==> src/hw/rtl/psi_section_reassembler_defines.svh <==
// ----------------------------------------------------------------------------
// psi section reassembler assertion macros
// shared concurrent assertion forms, clocked with synchronous active-low reset
// ----------------------------------------------------------------------------
`ifndef PSI_SECTION_REASSEMBLER_DEFINES_SVH
`define PSI_SECTION_REASSEMBLER_DEFINES_SVH

// same-cycle implication
`define PSI_SR_ASSERT_IMPL(lbl, clk, rstn, ante, cons) \
    lbl: assert property (@(posedge clk) disable iff (!rstn) (ante) |-> (cons)) \
        else $error("psi_sr same-cycle check failed");

// next-cycle implication
`define PSI_SR_ASSERT_NEXT(lbl, clk, rstn, ante, cons) \
    lbl: assert property (@(posedge clk) disable iff (!rstn) (ante) |=> (cons)) \
        else $error("psi_sr next-cycle check failed");

`endif

==> src/hw/rtl/psi_sr_pkg.sv <==
// ----------------------------------------------------------------------------
// psi section reassembler package
// item and result types, result kind codes and sizing constants
// ----------------------------------------------------------------------------
`default_nettype none

package psi_sr_pkg;

    localparam int SECTION_BUFFER_BYTES_DEF = 4096;

    // result queue depth, two slots reserved per accepted item
    localparam int QUEUE_DEPTH = 4;
    localparam int QUEUE_PTR_W = $clog2(QUEUE_DEPTH);

    localparam logic [1:0] KIND_BYTE     = 2'd0;
    localparam logic [1:0] KIND_COMPLETE = 2'd1;
    localparam logic [1:0] KIND_ABANDON  = 2'd2;

    typedef struct packed {
        logic [7:0] data_byte;
        logic [7:0] byte_index;
        logic [7:0] payload_length;
        logic       unit_start;
        logic [3:0] counter;
    } t_item;

    typedef struct packed {
        logic [1:0]  kind;
        logic [7:0]  out_byte;
        logic [12:0] offset;
        logic [12:0] section_bytes;
        logic        last;
    } t_result;

    // results produced by one item, in order
    typedef struct packed {
        logic [1:0]        count;
        t_result [1:0]     res;
    } t_push;

endpackage

`default_nettype wire

==> src/hw/rtl/psi_sr_chan_if.sv <==
// ----------------------------------------------------------------------------
// psi section reassembler channel
// valid/ready channel carrying one payload struct per transaction
// ----------------------------------------------------------------------------
`default_nettype none

interface psi_sr_chan_if #(
    parameter type T = logic [7:0]
) ();
    logic valid;
    logic ready;
    T     payload;

    modport source (output valid, output payload, input ready);
    modport sink   (input valid, input payload, output ready);
endinterface

`default_nettype wire

==> src/hw/rtl/psi_sr_core.sv <==
// ----------------------------------------------------------------------------
// psi section reassembler core
// continuity, pointer field and section tracking, up to two results per item
// ----------------------------------------------------------------------------
`default_nettype none

module psi_sr_core #(
    parameter int SECTION_BUFFER_BYTES = psi_sr_pkg::SECTION_BUFFER_BYTES_DEF
) (
    input  wire logic             i_clk,
    input  wire logic             i_rst_n,
    input  wire logic             i_accept,
    input  wire psi_sr_pkg::t_item i_item,
    output psi_sr_pkg::t_push     o_push
);

    typedef enum logic [2:0] {
        M_IDLE  = 3'd0,
        M_SECT  = 3'd1,
        M_STUFF = 3'd2,
        M_TAIL  = 3'd3,
        M_TSKIP = 3'd4
    } t_mode;

    localparam logic [13:0] BUF_LIMIT = 14'(SECTION_BUFFER_BYTES);

    t_mode       r_mode, n_mode;
    logic [4:0]  r_cc, n_cc;
    logic [12:0] r_bc, n_bc;
    logic [7:0]  r_hdr [3];
    logic [7:0]  n_hdr [3];
    logic [7:0]  r_ptr, n_ptr;

    psi_sr_pkg::t_push n_push;

    function automatic psi_sr_pkg::t_result mk_res(logic [1:0] kind, logic [7:0] b,
                                                  logic [12:0] off, logic [12:0] len);
        psi_sr_pkg::t_result r;
        r.kind          = kind;
        r.out_byte      = b;
        r.offset        = off;
        r.section_bytes = len;
        r.last          = 1'b0;
        return r;
    endfunction

    always_comb begin
        logic        go;
        logic        ok;
        logic        partial;
        logic [12:0] bc1;
        logic [12:0] total;
        logic [7:0]  d;
        logic [7:0]  idx;

        n_mode = r_mode;
        n_cc   = r_cc;
        n_bc   = r_bc;
        n_hdr  = r_hdr;
        n_ptr  = r_ptr;
        n_push = '0;
        go     = 1'b1;
        bc1    = '0;
        total  = '0;
        d      = i_item.data_byte;
        idx    = i_item.byte_index;
        ok      = r_cc[4] && ((r_cc[3:0] + 4'd1) == i_item.counter);
        partial = (r_mode == M_SECT || r_mode == M_TAIL) && (r_bc != 13'd0);

        if (!i_accept) begin
            go = 1'b0;
        end else if (i_item.payload_length == 8'd0) begin
            go = 1'b0;
            if (i_item.unit_start && idx == 8'd0) begin
                if (partial) begin
                    n_push.res[n_push.count[0]] = mk_res(psi_sr_pkg::KIND_ABANDON, '0, '0, '0);
                    n_push.count = n_push.count + 2'd1;
                end
                n_cc   = '0;
                n_bc   = '0;
                n_mode = M_IDLE;
            end
        end else if (idx >= i_item.payload_length) begin
            go = 1'b0;
        end else if (idx == 8'd0) begin
            if (i_item.unit_start) begin
                // pointer field
                if (ok && d != 8'd0 && d < i_item.payload_length && r_mode == M_SECT) begin
                    n_mode = M_TAIL;
                end else begin
                    if (partial) begin
                        n_push.res[n_push.count[0]] =
                            mk_res(psi_sr_pkg::KIND_ABANDON, '0, '0, '0);
                        n_push.count = n_push.count + 2'd1;
                    end
                    n_bc   = '0;
                    n_mode = (d != 8'd0) ? M_TSKIP : M_SECT;
                end
                n_ptr = d;
                n_cc  = {1'b1, i_item.counter};
                go    = 1'b0;
            end else if (!ok) begin
                if (partial) begin
                    n_push.res[n_push.count[0]] = mk_res(psi_sr_pkg::KIND_ABANDON, '0, '0, '0);
                    n_push.count = n_push.count + 2'd1;
                end
                n_cc   = '0;
                n_bc   = '0;
                n_mode = M_IDLE;
                go     = 1'b0;
            end else begin
                n_cc = {1'b1, i_item.counter};
                if (r_mode == M_TAIL || r_mode == M_TSKIP) begin
                    if (partial) begin
                        n_push.res[n_push.count[0]] =
                            mk_res(psi_sr_pkg::KIND_ABANDON, '0, '0, '0);
                        n_push.count = n_push.count + 2'd1;
                    end
                    n_bc   = '0;
                    n_mode = M_SECT;
                end
            end
        end else begin
            // index jumped past the pointer: close the tail
            if (n_mode == M_TAIL && idx > r_ptr) begin
                if (n_bc != 13'd0) begin
                    n_push.res[n_push.count[0]] = mk_res(psi_sr_pkg::KIND_ABANDON, '0, '0, '0);
                    n_push.count = n_push.count + 2'd1;
                end
                n_bc   = '0;
                n_mode = M_SECT;
            end
            if (n_mode == M_TSKIP) begin
                if (idx <= r_ptr) begin
                    go = 1'b0;
                end else begin
                    n_bc   = '0;
                    n_mode = M_SECT;
                end
            end
        end

        if (go && (n_mode == M_SECT || n_mode == M_TAIL)) begin
            if (n_bc == 13'd0 && d == 8'hff) begin
                // stuffing at section start
                n_mode = (n_mode == M_TAIL) ? M_TSKIP : M_STUFF;
            end else begin
                n_push.res[n_push.count[0]] = mk_res(psi_sr_pkg::KIND_BYTE, d, n_bc, '0);
                n_push.count = n_push.count + 2'd1;
                if (n_bc < 13'd3) begin
                    n_hdr[n_bc[1:0]] = d;
                end
                bc1   = n_bc + 13'd1;
                n_bc  = bc1;
                total = 13'd3 + {1'b0, n_hdr[1][3:0], n_hdr[2]};
                if (bc1 >= 13'd3) begin
                    if (bc1 == 13'd3 && {1'b0, total} > BUF_LIMIT) begin
                        n_push.res[n_push.count[0]] =
                            mk_res(psi_sr_pkg::KIND_ABANDON, '0, '0, '0);
                        n_push.count = n_push.count + 2'd1;
                        n_bc   = '0;
                        n_mode = (n_mode == M_TAIL) ? M_TSKIP : M_STUFF;
                    end else if (bc1 == total) begin
                        n_push.res[n_push.count[0]] =
                            mk_res(psi_sr_pkg::KIND_COMPLETE, '0, '0, total);
                        n_push.count = n_push.count + 2'd1;
                        n_bc = '0;
                        if (n_mode == M_TAIL) begin
                            n_mode = M_TSKIP;
                        end
                    end
                end
                // last tail byte
                if (n_mode == M_TAIL && idx == r_ptr) begin
                    if (n_bc != 13'd0) begin
                        n_push.res[n_push.count[0]] =
                            mk_res(psi_sr_pkg::KIND_ABANDON, '0, '0, '0);
                        n_push.count = n_push.count + 2'd1;
                    end
                    n_bc   = '0;
                    n_mode = M_SECT;
                end
            end
        end

        if (n_push.count == 2'd1) begin
            n_push.res[0].last = 1'b1;
        end else if (n_push.count == 2'd2) begin
            n_push.res[1].last = 1'b1;
        end
    end

    always_ff @(posedge i_clk) begin
        if (!i_rst_n) begin
            r_mode <= M_IDLE;
            r_cc   <= '0;
            r_bc   <= '0;
            r_ptr  <= '0;
            r_hdr  <= '{default: '0};
        end else begin
            r_mode <= n_mode;
            r_cc   <= n_cc;
            r_bc   <= n_bc;
            r_ptr  <= n_ptr;
            r_hdr  <= n_hdr;
        end
    end

    assign o_push = n_push;

endmodule

`default_nettype wire

==> src/hw/rtl/psi_sr_queue.sv <==
// ----------------------------------------------------------------------------
// psi section reassembler result queue
// small register queue taking up to two results per cycle, one out per cycle
// ----------------------------------------------------------------------------
`default_nettype none

module psi_sr_queue (
    input  wire logic                i_clk,
    input  wire logic                i_rst_n,
    input  wire psi_sr_pkg::t_push   i_push,
    input  wire logic                i_pop,
    output psi_sr_pkg::t_result      o_head,
    output logic                     o_valid,
    output logic                     o_room
);

    localparam int PW = psi_sr_pkg::QUEUE_PTR_W;
    localparam int CW = PW + 1;

    psi_sr_pkg::t_result r_mem [psi_sr_pkg::QUEUE_DEPTH];
    logic [PW-1:0] r_wr, r_rd;
    logic [CW-1:0] r_count;

    always_ff @(posedge i_clk) begin
        if (i_push.count != 2'd0) begin
            r_mem[r_wr] <= i_push.res[0];
        end
        if (i_push.count == 2'd2) begin
            r_mem[PW'(r_wr + PW'(1))] <= i_push.res[1];
        end
    end

    always_ff @(posedge i_clk) begin
        if (!i_rst_n) begin
            r_wr    <= '0;
            r_rd    <= '0;
            r_count <= '0;
        end else begin
            r_wr    <= PW'(r_wr + PW'(i_push.count));
            r_rd    <= PW'(r_rd + PW'(i_pop));
            r_count <= CW'(r_count + CW'(i_push.count) - CW'(i_pop));
        end
    end

    assign o_head  = r_mem[r_rd];
    assign o_valid = (r_count != '0);
    // room for the worst case of one item
    assign o_room  = (r_count <= CW'(psi_sr_pkg::QUEUE_DEPTH - 2));

endmodule

`default_nettype wire

==> src/hw/rtl/psi_section_reassembler.sv <==
// ----------------------------------------------------------------------------
// psi section reassembler
// rebuilds psi sections from the payload bytes of one filtered ts pid
// ----------------------------------------------------------------------------
//
//  channel  dir  payload                                              per item
//  -------  ---  ---------------------------------------------------  --------
//  i_in     in   data_byte, byte_index, payload_length, unit_start,   1
//                counter
//  o_out    out  kind, out_byte, offset, section_bytes, last          0 to 2
//
//  one input transaction per cycle while ready; its results are computed
//  in the same cycle from section state and enter a four-entry result queue
//  the queue drains one result per cycle while o_out is ready, so the two
//  results of an item (a byte plus a complete or abandoned report) go in turn
//  input is ready while the queue has room for two results
//  synchronous active-low reset: idle mode, no valid counter, empty queue
// ----------------------------------------------------------------------------
`default_nettype none
`include "psi_section_reassembler_defines.svh"

module psi_section_reassembler #(
    parameter int SECTION_BUFFER_BYTES = psi_sr_pkg::SECTION_BUFFER_BYTES_DEF
) (
    input  wire logic      i_clk,
    input  wire logic      i_rst_n,
    psi_sr_chan_if.sink    i_in,
    psi_sr_chan_if.source  o_out
);

    logic                w_accept;
    logic                w_pop;
    logic                w_room;
    logic                w_valid;
    psi_sr_pkg::t_push   w_push;
    psi_sr_pkg::t_result w_head;

    // input transaction handshake
    assign w_accept  = i_in.valid && w_room;
    assign i_in.ready = w_room;

    // section tracking and result generation
    psi_sr_core #(
        .SECTION_BUFFER_BYTES(SECTION_BUFFER_BYTES)
    ) u_core (
        .i_clk    (i_clk),
        .i_rst_n  (i_rst_n),
        .i_accept (w_accept),
        .i_item   (i_in.payload),
        .o_push   (w_push)
    );

    // results wait here while the sink stalls
    psi_sr_queue u_queue (
        .i_clk   (i_clk),
        .i_rst_n (i_rst_n),
        .i_push  (w_push),
        .i_pop   (w_pop),
        .o_head  (w_head),
        .o_valid (w_valid),
        .o_room  (w_room)
    );

    assign w_pop         = w_valid && o_out.ready;
    assign o_out.valid   = w_valid;
    assign o_out.payload = w_head;

    // a stalled input means results are pending
    `PSI_SR_ASSERT_IMPL(a_stall_pending, i_clk, i_rst_n, !w_room, w_valid)
    // after any push, the output shows a valid result next cycle
    `PSI_SR_ASSERT_NEXT(a_push_visible, i_clk, i_rst_n, w_push.count != 2'd0, w_valid)
    // completed sections carry at least their three header bytes
    `PSI_SR_ASSERT_IMPL(a_complete_len, i_clk, i_rst_n,
        w_valid && w_head.kind == psi_sr_pkg::KIND_COMPLETE, w_head.section_bytes >= 13'd3)

endmodule

`default_nettype wire

==> src/flat_wrapper.sv <==
// flat-port wrapper written by rule: the top's interface ports become plain ports
module psi_section_reassembler_flat 
#(
    parameter int SECTION_BUFFER_BYTES = psi_sr_pkg::SECTION_BUFFER_BYTES_DEF
)
  (i_clk, i_rst_n, i_in_valid, i_in_payload, i_in_ready, o_out_valid, o_out_payload, o_out_ready);
  psi_sr_chan_if #(.T(psi_sr_pkg::t_item)) i_in_i ();
  psi_sr_chan_if #(.T(psi_sr_pkg::t_result)) o_out_i ();
  input  wire logic i_clk;
  input  wire logic i_rst_n;
  input wire logic [$bits(i_in_i.valid)-1:0] i_in_valid;
  input wire logic [$bits(i_in_i.payload)-1:0] i_in_payload;
  output wire logic [$bits(i_in_i.ready)-1:0] i_in_ready;
  output wire logic [$bits(o_out_i.valid)-1:0] o_out_valid;
  output wire logic [$bits(o_out_i.payload)-1:0] o_out_payload;
  input wire logic [$bits(o_out_i.ready)-1:0] o_out_ready;
  assign i_in_i.valid = i_in_valid;
  assign i_in_i.payload = i_in_payload;
  assign i_in_ready = i_in_i.ready;
  assign o_out_valid = o_out_i.valid;
  assign o_out_payload = o_out_i.payload;
  assign o_out_i.ready = o_out_ready;
  psi_section_reassembler #(.SECTION_BUFFER_BYTES(SECTION_BUFFER_BYTES)) u_core (.i_clk(i_clk), .i_rst_n(i_rst_n), .i_in(i_in_i), .o_out(o_out_i));
endmodule
==> config.mk <==
export PLATFORM = sky130hd
export DESIGN_NAME = psi_section_reassembler_flat
export DESIGN_NICKNAME = d
export VERILOG_FILES = /design/src/hw/rtl/psi_sr_pkg.sv /design/src/hw/rtl/psi_sr_chan_if.sv /design/src/hw/rtl/psi_sr_core.sv /design/src/hw/rtl/psi_sr_queue.sv /design/src/hw/rtl/psi_section_reassembler.sv /design/src/flat_wrapper.sv
export VERILOG_INCLUDE_DIRS = /design/src /design/src/hw/rtl
export SDC_FILE = /design/constraint.sdc
export NUM_CORES = 1
export LEC_CHECK = 0
export ABC_CLOCK_PERIOD_IN_PS = 12300
export BUFFER_PORTS_ARGS = -buffer_cell sky130_fd_sc_hd__buf_2
export CAP_MARGIN = 25
export CORE_ASPECT_RATIO = 0.6
export CORE_UTILIZATION = 64
export CTS_BUF_LIST = sky130_fd_sc_hd__clkbuf_4 sky130_fd_sc_hd__clkbuf_8
export DETAILED_ROUTE_END_ITERATION = 16
export HOLD_SLACK_MARGIN = 0.03
export PLACE_DENSITY = 0.9
export SLEW_MARGIN = 20
export SYNTH_ARGS = -nofsm -noshare
export SYNTH_HDL_FRONTEND = slang
export SYNTH_SLANG_ARGS = --single-unit
==> constraint.sdc <==
create_clock -name i_clk -period 12.3 [get_ports i_clk]
set_clock_uncertainty 0.1 [all_clocks]
set_input_delay 1.23 -clock i_clk [delete_from_list [all_inputs] [get_ports i_clk]]
set_output_delay 1.23 -clock i_clk [all_outputs]
set_load 0.01 [all_outputs]
==> metrics.yaml <==
outcome: "completed"
required_ns: 12.59
route.met2.wl_um: 13100
ir_drop_mv: 0.174
cts_tree: "yes"
cap_violations: 0
routedLengthMet1_um: 13100
dp_hpwl_um: 22100
synth_area_sq_um: 12000
worst-path-max-fanout: 26
pin_count: 72
fin_crit_sh: 0.815
postSynth.asyncResetShare: 0
port_buffers: 71
crit_top_cell: "ha_1"
grt_pass1_wl_um: 48100
crit_start: "i_in_payload[23]"
grt_pass1_vias: 8681
first_pass_iters: 6
synth_edf_count: 148
synth_cell_types: 88
final_area_sq_um: 13000
ys_warn_count: 0
top_layer: "met5"
wirelength_um: 30600
start_kind: "primary input"
die_area_sq_um: 19300
wire_per_inst_um: 21.0
slowest_stage: "a2111oi_2"
rsz0062_at_grt: "no"
syn_nets: 1239
final_common_cell: "edfxtp_1"
path_clk_slew_ns: 0.10
gp_congestion: 1.09
grt_util_all_layers: 0.333
synth_top_area_cell: "edfxtp_1"
dpl_cell_area_sq_um: 12500
synthToLayoutAreaGrowth_pct: 8.35
synth_seq_cells: 196
hp-start: "u_core.u_core.r_ptr[6]"
start_util: 0.659
num_rows: 38
power_leakage_uw: 0.00435
r2r_start: "u_core.u_core.r_ptr[1]"
antennaDiodeCount: 0
setup_viol: 0
wl_met3_um: 3880
synthFlopType: "edfxtp_1"
netlist_top_cells_area: "edfxtp_1 37%, dfxtp_1 8.0%, mux4_2 7.0%, nor2_1 4.5%, ha_1 4.2%"
drc: 0
synthCells: 1165
routed_via_density: 6.58
cts_repair_resize_count: 0
drive_above_1_share: 0.166
clk_latency_ns: 0.49
finalHoldViolations: 0
fillers: 1304
endpoint_kind: "flop"
core_area_sq_um: 18200
layout_common_cells: "148 x edfxtp_1, 143 x nor2_1, 110 x nand2_1"
overflow: 0
period_needed_ns: 10.03
ant_nets: 0
nets: 1275
die_h_um: 108
hp-class: "flop to flop"
regArea_sq_um: 5410
relSlewSlack: 0.278
drtIter0Drc: 1380
final_core_util: 0.714
antenna_found_initial: 0
worst-setup-path-type: "primary input to flop"
h-tree-depth: 4
postCtsSetupBuffers: 0
crit_path_max_incr_delay_ns: 0.54
cts_buffers: 17
cts_buffer_depth: 2
syn_area_per_cell_sq_um: 10.3
grt_max_degree: 49
fmax_mhz: 99.7
p_per_area_nw_per_um2: 108
crit_arrival_ns: 10.32
seq_area_frac_synth: 0.452
vias: 9572
synth_top_area_share: 0.371
die_x_um: 179
multi_input_area_sq_um: 6210
tightest_slew_ns: 1.08
tns_ns: 0
slew_viol_final: 0
cts_sinks: 196
ctsHoldBuffers: 0
clockRootBuffer: "clkbuf_8"
[logic make-up (layout without fill, tap and decap cells)]
logic type                 Yosys count  after routing  share of synthesized area
xor gates and xnor gates            48             48                     0.0351
AOI/OAI and AO/OA                  193            193                      0.119
adders and majority gates           41             41                     0.0435
DFF                                196            196                      0.452
and+or+nand+nor                    519            519                      0.220
muxes                               69             69                     0.0980
buffers and inverters               99            148                     0.0327
[report_power, final]
group	internal (uW)	switching (uW)	leakage (uW)
sequential	708	14.0	0.00153
clock	227	237	0.000223
combinational	103	112	0.00259
[worst max-delay path: cells and delay by family]
kind | cells | cell delay [ns]
adder cells (fa/ha/maj) | 6 | 1.78
AO/OA/AOI/OAI | 6 | 1.70
XOR/XNOR | 3 | 0.59
buffers and inverters | 3 | 0.69
AND/OR/NAND/NOR | 15 | 3.72
multiplexers | 2 | 0.60
[stage by stage]
stage                     std cells  hold slack [ns]  setup WS, ns  power, uW
after floorplan                1165            0.341         0.983        889
after global placement         1420            0.350          2.15        949
after detailed placement       1422            0.369          1.95        953
after CTS                      1454            0.381          2.45       1410
after global routing           1454            0.398          1.60       1460
final                          1454            0.378          2.27       1400
[worst paths after layout]
| path | to | slack [ns] | cells past startpoint |
|---|---|---|---|
| worst min register to register | u_core.u_core.r_ptr[6] | 0.38 | 2 |
| worst max register to register | u_core.u_queue.r_count[2] | 3.08 | 35 |
| worst min-delay path | u_core.u_core.r_ptr[6] | 0.38 | 2 |
| worst max-delay path | u_core.u_queue.r_count[2] | 2.27 | 35 |
[area by class of cell]
class | instances | area share
tap | 240 | 0.0232
sequential | 196 | 0.417
timing repair buffer | 86 | 0.0380
multi-input combinational | 870 | 0.479
clock inverter | 14 | 0.0153
clock buffer | 18 | 0.0186
inverter | 30 | 0.00869
[Yosys cell counts (all sizes together) (22+ instances only)]
library cell,n
nor2,145
ha,40
nor3,35
xnor2,26
mux2i,26
a21oi,29
nand3,51
buf,22
xor2,22
edfxtp,148
o21ai,29
and3,26
nand2,110
mux4,37
inv,29
clkbuf,47
and2,57
dfxtp,48
[state kept, by name (all words and copies together) (netlist names)]
signal                  flops
u_core.u_core.r_hdr        12
u_core.u_queue.r_rd         2
u_core.u_queue.r_wr         2
u_core.u_queue.r_mem      148
u_core.u_core.r_ptr         8
u_core.u_queue.r_count      3
u_core.u_core.r_bc         13
u_core.u_core.r_cc          5
u_core.u_core.r_mode        3
[routing by layer]
layer,track usage,up-vias
met5,0.0286,-
met4,0.0738,2
met3,0.0975,61
met2,0.480,605
met1,0.491,4529
li1,-,4375
No activity file was read; power rests on OpenSTA's default activity.
